### config.mk
export PLATFORM = sky130hd
export DESIGN_NAME = mts_cell
export DESIGN_NICKNAME = d
export VERILOG_FILES = /design/src/hdl/max_tracking_stack_macros.svh /design/src/hdl/mts_pkg.sv /design/src/hdl/mts_cell.sv
export SDC_FILE = /design/constraint.sdc
export NUM_CORES = 1
export LEC_CHECK = 0
export CAP_MARGIN = 20
export CORE_AREA = 2 2 76 78
export DETAILED_ROUTE_END_ITERATION = 16
export DIE_AREA = 0 0 78 80
export DONT_BUFFER_PORTS = 1
export HOLD_SLACK_MARGIN = 0.03
export PLACE_DENSITY_LB_ADDON = 0.15
export SLEW_MARGIN = 20
export SYNTH_ARGS = -nofsm -noshare
export SYNTH_HDL_FRONTEND = slang
export SYNTH_SLANG_ARGS = --single-unit
### constraint.sdc
create_clock -name clk -period 2.65 [get_ports clk]
set_input_delay 0.265 -clock clk [delete_from_list [all_inputs] [get_ports clk]]
set_output_delay 0.265 -clock clk [all_outputs]
set_load 0.03 [all_outputs]
### src/hdl/max_tracking_stack_macros.svh
// ----------------------------------------------------------------------------
// Max tracking stack assertion macros
// Shared forms for the concurrent checks of the stack.
// ----------------------------------------------------------------------------
`ifndef MAX_TRACKING_STACK_MACROS_SVH
`define MAX_TRACKING_STACK_MACROS_SVH

// The consequent must hold in the same cycle as the antecedent.
`define MTS_ASSERT_SAME(label, ante, cons, msg) \
	label: assert property (@(posedge clk) disable iff (!arst_n) (ante) |-> (cons)) \
		else $error(msg);

// The consequent must hold in the cycle after the antecedent.
`define MTS_ASSERT_NEXT(label, ante, cons, msg) \
	label: assert property (@(posedge clk) disable iff (!arst_n) (ante) |=> (cons)) \
		else $error(msg);

`endif

### src/hdl/mts_pkg.sv
// ----------------------------------------------------------------------------
// Max tracking stack package
// Transaction types, codes and the stack entry shared by the stack modules.
// ----------------------------------------------------------------------------
package mts_pkg;

	localparam int DATA_WIDTH  = 32;
	localparam int DEPTH_WIDTH = 8;

	typedef enum logic {
		OP_PUSH = 1'b0,
		OP_POP  = 1'b1
	} mts_op_t;

	typedef enum logic [1:0] {
		STATUS_DONE  = 2'd0,
		STATUS_FULL  = 2'd1,
		STATUS_EMPTY = 2'd2
	} mts_status_t;

	typedef struct packed {
		mts_op_t                       operation;
		logic signed [DATA_WIDTH-1:0]  value;
	} mts_item_t;

	typedef struct packed {
		logic signed [DATA_WIDTH-1:0]  popped_value;
		logic signed [DATA_WIDTH-1:0]  current_max;
		logic                          max_valid;
		logic [DEPTH_WIDTH-1:0]        depth;
		mts_status_t                   status;
	} mts_result_t;

	typedef struct packed {
		logic signed [DATA_WIDTH-1:0]  value;
		logic signed [DATA_WIDTH-1:0]  max;
	} mts_entry_t;

	typedef struct packed {
		logic push;
		logic pop;
	} mts_shift_t;

endpackage

### src/hdl/mts_cell.sv
// ----------------------------------------------------------------------------
// Max tracking stack cell
// One stack slot holding a value and the running maximum at its depth.
// ----------------------------------------------------------------------------
module mts_cell
	import mts_pkg::*;
(
	input  logic       clk,
	input  mts_shift_t shift,
	input  mts_entry_t above,
	input  mts_entry_t below,
	output mts_entry_t entry
);

	mts_entry_t entry_q;

	always_ff @(posedge clk) begin
		if (shift.push) begin
			entry_q <= above;
		end else if (shift.pop) begin
			entry_q <= below;
		end
	end

	assign entry = entry_q;

endmodule

==> reports/metrics.csv, run 1 <==
metric;value;unit
avgSynthCellArea;21.4;µm²
power_leakage;1.23;nW
synthCells;136;
cts_buffers;9;
io_pins;195;
nets;273;
drive_gt1_share;53.7;%
max_stage_delay;590;ps
critical_path_required;2640;ps
clock_path_buffers;2;
ys_warn_count;0;
setup_viol;0;
post_drt_wl_per_cell;24.0;µm
regArea;1920;µm²
grt-ovfl-total;0;
grt_max_degree;66;
crit_path_cell_trace;or2_2 > buf_4;
cp_num_cells;2;
synth_fp_nets;267;
htreeDepth;3;
areaGrowthSynthToFinish;8.14;%
fillers;404;
cp_max_fo;65;
core;5410;µm²
post-place-ws;993;ps
vias_per_cell;5.62;
path_clk_slew;70;ps
worst_setup_path_start_kind;input pin;
worstPathArrival;1330;ps
final_antenna_net_count;0;
postCtsSetupBuffers;0;
firstDrtPassIters;3;
status;finished clean;
grtUsageTotal;15.8;%
worstMarginPinSlew;729;ps
grt_pass1_wl;7.03;mm
grt_pass1_vias;1281;
hold_viol;0;
synth_cell_types;6;
drv_cap;0;
num_rows;27;
largest_reg_flops;64;
holdCritPathClass;input pin to flip-flop;
finalCritPeriodShare;50.6;%
antenna_cells;0;
path_class;input pin to flip-flop;
synth_seq_cells;64;
io_buffers;0;
ys_seq_area_share;66.1;%
multi_input_area;911;µm²
die_y;80;µm
start_util;53.7;%
clock_tree.root_cell;clkbuf_8;
synthesis.area;2910;µm²
crit_buf_inv;1;
hold_ws;157;ps
drt_first_iter_violations;46;
cts_hold_buffers;0;
dieArea;6240;µm²
cp_slowest_cell;or2_2;
max_clock_freq;746;MHz
maxSlewViolCount;0;
drc;0;
cts_resized;0;
final.setup.tns;0;ps
relSlewSlack;51.4;%
fin_crit;1340;ps
dieWidth;78;µm
cp_top_family;simple AND/OR/NAND/NOR gates;
clock_sinks;64;
gp_congestion;0.698;
ir_drop;403;µV
grt_setup_unrepaired;false;
wirelength;5.26;mm
timing.final.ws_setup;1310;ps
cp-end-kind;flip-flop;
vias;1230;
antenna_found_initial;0;
worstHoldPathCells;1;
pwr_density_cell;806;nW/µm²
tritoncts;yes;
path summary, 6_finish.rpt:
path                  startpoint             endpoint
worst min-delay path   above[43]  entry[43]$_DFFE_PP_
worst max-delay path    shift[1]  entry[15]$_DFFE_PP_
metrics by stage:
step | instances | total power [mW] | cell area, µm² | utilization [%]
floorplan | 136 | 1.69 | 2910 | -
global route | 219 | 2.62 | 3140 | 58.1
finish | 219 | 2.53 | 3140 | 58.1
CTS | 219 | 2.56 | 3140 | 58.1
global placement | 203 | 1.69 | 2940 | 54.4
detailed placement | 203 | 1.70 | 2940 | 54.4
layer usage:
metal | vias up | GRT usage, % | routed length (µm)
met2 | 104 | 28.2 | 2880
li1 | 546 | - | -
met5 | - | 0 | 0
met1 | 575 | 15.1 | 1790
met4 | 0 | 6.84 | 38
met3 | 5 | 8.26 | 544
cell usage after synthesis (all sizes together):
library cell,number,share of area (%)
or2,1,0.22
buf,7,2.5
mux2,64,31
edfxtp,64,66
power by group:
part	total (mW)	switching, mW	internal [mW]
Clock	0.858	0.332	0.526
Sequential	1.53	0.274	1.26
Combinational	0.145	0.0394	0.106
cells by family after synthesis:
| logic type | count (synthesis) | synth area share, % |
|---|---|---|
| AND/OR/NAND/NOR | 1 | 0.215 |
| buffers and inverters | 7 | 2.50 |
| multiplexers | 64 | 31.1 |
| flip-flops | 64 | 66.1 |
layout by cell type, fill, tap and decap left out, drive strengths merged:
cell / instances
bufinv: 2
or2: 1
mux2: 64
buf: 2
edfxtp: 64
clkinv: 2
clkbuf: 12
layout make-up:
type	count	area share, %
sequential	64	61.2
multi-input combinational	65	29.0
clock buffer	12	4.30
tap	72	2.87
clock inverter	4	2.19
timing repair buffer	2	0.478
Note: power is estimated with default switching activity, not from simulation.
==> run 2, diff against run 1 <==
- clock period: 2.65 -> 1.1 ns (I/O delays scaled with it)
==> run 2 against run 1 <==
Effect of this change: the run now fails in clock tree synthesis; area after synthesis did not move; synthesized cell count unchanged.
==> reports/metrics.csv, run 2 <==
metric;value;unit
status;stopped before the end;
stop_stage;clock tree synthesis;
firstError;[ERROR RSZ-0060] Max buffer count reached.;
gp_congestion;0.710;
postCtsSetupBuffers;0;
synth_seq_cells;64;
post-place-ws;-110;ps
dieWidth;78;µm
avgSynthCellArea;21.4;µm²
synthTopCellsByArea;edfxtp_1 (66%), mux2_4 (25%), mux2_2 (5.8%);
num_rows;27;
synth_area_leader_cell;edfxtp_1;
synth_edf_count;64;
clock_sinks;64;
die_y;80;µm
synth_cell_types;6;
ys_warn_count;0;
io_buffers;0;
io_pins;195;
start_util;53.7;%
cts_resized;0;
yosysMostFrequentCell;edfxtp_1;
dp_hpwl;3.89;mm
synth_top_area_share;66.1;%
synth_fp_nets;267;
synthCells;136;
htreeDepth;3;
place_area;2930;µm²
cts_buffers;9;
synth_ff_type;edfxtp_1;
synth_common_cells;edfxtp_1 (64), mux2_4 (49), mux2_2 (15);
ys_seq_area_share;66.1;%
clock_tree.root_cell;clkbuf_8;
synthesis.area;2910;µm²
synthArstFlopShare;0;%
clock_path_buffers;2;
cts_hold_buffers;101;
## run 2: cells by family after synthesis
group	share of synthesized area (%)
mux	31.1
simple gates	0.215
buf+inv	2.50
flops	66.1
## run 2: through the flow
stage / hold slack, ps / TNS, ps / instances
3_5_place_dp: 330 / -6820 / 201
3_3_place_gp: 329 / -3730 / 201
2_1_floorplan: 327 / -11260 / 136
==> run 3, diff against run 2 <==
- CORE_AREA: 2 2 76 78 -> unset
- CORE_UTILIZATION: unset -> 40
- DIE_AREA: 0 0 78 80 -> unset
- HOLD_SLACK_MARGIN: 0.03 -> unset
- clock period: 1.1 -> 1.4 ns (I/O delays scaled with it)
==> run 3 against run 2 <==
Effect of this change: the flow now finishes, with violations (negative setup slack).
==> reports/metrics.csv, run 3 (synthesis gave the netlist of run 1 again) <==
metric;value;unit
status;complete, but fails checks;
violations;negative setup slack;
ir_drop;473;µV
tritoncts;yes;
startpoint;above[46];
pwr_density_cell;1400;nW/µm²
dieWidth;87.2;µm
antenna_found_initial;0;
grt_pass1_vias;1254;
worst_setup_path_start_kind;input pin;
crit_path_cell_trace;dlygate4sd3_1 > mux2_4 > dlygate4sd3_1;
final.setup.tns;-71.5;ps
cp_max_fo;1;
clock_tree.root_cell;clkbuf_8;
grtUsageTotal;12.8;%
firstDrtPassIters;3;
dpl.cell_count;225;
num_rows;30;
seqPwrFrac;62.1;%
drv_cap;0;
timing.final.ws_setup;-24.2;ps
cp_top_family;buffers and inverters;
clock_sinks;64;
pwr-share-clk;30.9;%
areaGrowthSynthToFinish;14.7;%
cp-end-kind;flip-flop;
power_leakage;1.29;nW
relSlewSlack;43.9;%
internal_power;3.42;mW
largest_reg_flops;64;
cp_num_cells;3;
holdCritPathClass;input pin to flip-flop;
crit_buf_inv;2;
power;4.66;mW
grt_pass1_wl;6.69;mm
grt-ovfl-total;0;
hold_viol;0;
worstMarginPinSlew;841;ps
nets;291;
critical_path_required;1470;ps
layout_commonest_cell;edfxtp_1;
die_y;87.2;µm
dieArea;7610;µm²
p_comb_share;7.0;%
fillers;588;
final_antenna_net_count;0;
io_buffers;0;
core;6910;µm²
path_class;input pin to flip-flop;
layout.cells.most_common_list;edfxtp_1 (64), mux2_4 (49), dlygate4sd3_1 (20);
drive_gt1_share;47.6;%
wirelength;5.22;mm
gp_congestion;0.711;
path_clk_slew;70;ps
cts_buffers;9;
switching_share;26.6;%
finalCritPeriodShare;102;%
start_util;42.1;%
io_pins;195;
vias_per_cell;5.07;
cp_slowest_cell;dlygate4sd3_1;
p_sw;1.24;mW
post_drt_wl_per_cell;20.1;µm
antenna_cells;0;
hold_ws;26.0;ps
max_clock_freq;702;MHz
maxSlewViolCount;0;
grt_max_degree;66;
stdcell_area;3330;µm²
place_area;2960;µm²
drt_first_iter_violations;41;
drc;0;
crit_top_cell;dlygate4sd3_1;
htreeDepth;3;
setup_viol;6;
fin_crit;1420;ps
vias;1317;
instances_no_fill;260;
clock_path_buffers;2;
cts_resized;0;
worstPathArrival;1500;ps
endpoint;entry[46]$_DFFE_PP_;
max_stage_delay;560;ps
run 3: layout make-up:
| cell class | count | area [µm²] | share of cell area (%) |
|---|---|---|---|
| Clock buffer | 10 | 128 | 3.83 |
| Clock inverter | 5 | 48.8 | 1.46 |
| Multi-Input combinational cell | 65 | 913 | 27.4 |
| Sequential cell | 64 | 1920 | 57.7 |
| Tap cell | 96 | 120 | 3.60 |
| Timing Repair Buffer | 20 | 200 | 6.01 |
run 3: how the worst min path moves through the flow:
stage | start | endpoint | slack [ps] | cells after the start
after floorplan | above[12] | entry[12]$_DFFE_PP_ | 360 | 1
after global placement | above[25] | entry[25]$_DFFE_PP_ | 360 | 1
after detailed placement | above[46] | entry[46]$_DFFE_PP_ | 360 | 1
after CTS | above[39] | entry[39]$_DFFE_PP_ | 2 | 1
after global routing | above[60] | entry[60]$_DFFE_PP_ | 1 | 1
final | above[13] | entry[13]$_DFFE_PP_ | 30 | 1
run 3: timing repair:
action / 4_1_cts / 5_1_grt
hold buffers: 0 / 20
setup buffers: 0 / 0
hold endpoints to repair: 0 / 10
endpoints found under the setup margin: 0 / 0
run 3: power groups by stage:
stage,Sequential [mW],Combinational (mW),Clock [mW]
CTS,2.90,0.276,1.50
global route,2.91,0.348,1.58
floorplan,2.89,0.300,0
global placement,2.94,0.266,0
finish,2.89,0.326,1.44
detailed placement,2.94,0.277,0
run 3: routing by layer:
layer | vias up | GRT usage, % | wire length, µm
li1 | 580 | - | -
met1 | 609 | 12.6 | 1840
met2 | 118 | 21.8 | 2760
met3 | 10 | 5.59 | 506
met4 | 0 | 8.64 | 106
met5 | - | 0 | 0
run 3: per-stage QoR:
| step | worst slack [ps] | util, % |
|---|---|---|
| 6_report | -24.2 | 48.2 |
| 2_1_floorplan | 31.8 | - |
| 3_3_place_gp | 205 | 42.8 |
| 4_1_cts | 358 | 45.3 |
| 3_5_place_dp | 160 | 42.8 |
| 5_1_grt | -4.74 | 48.2 |
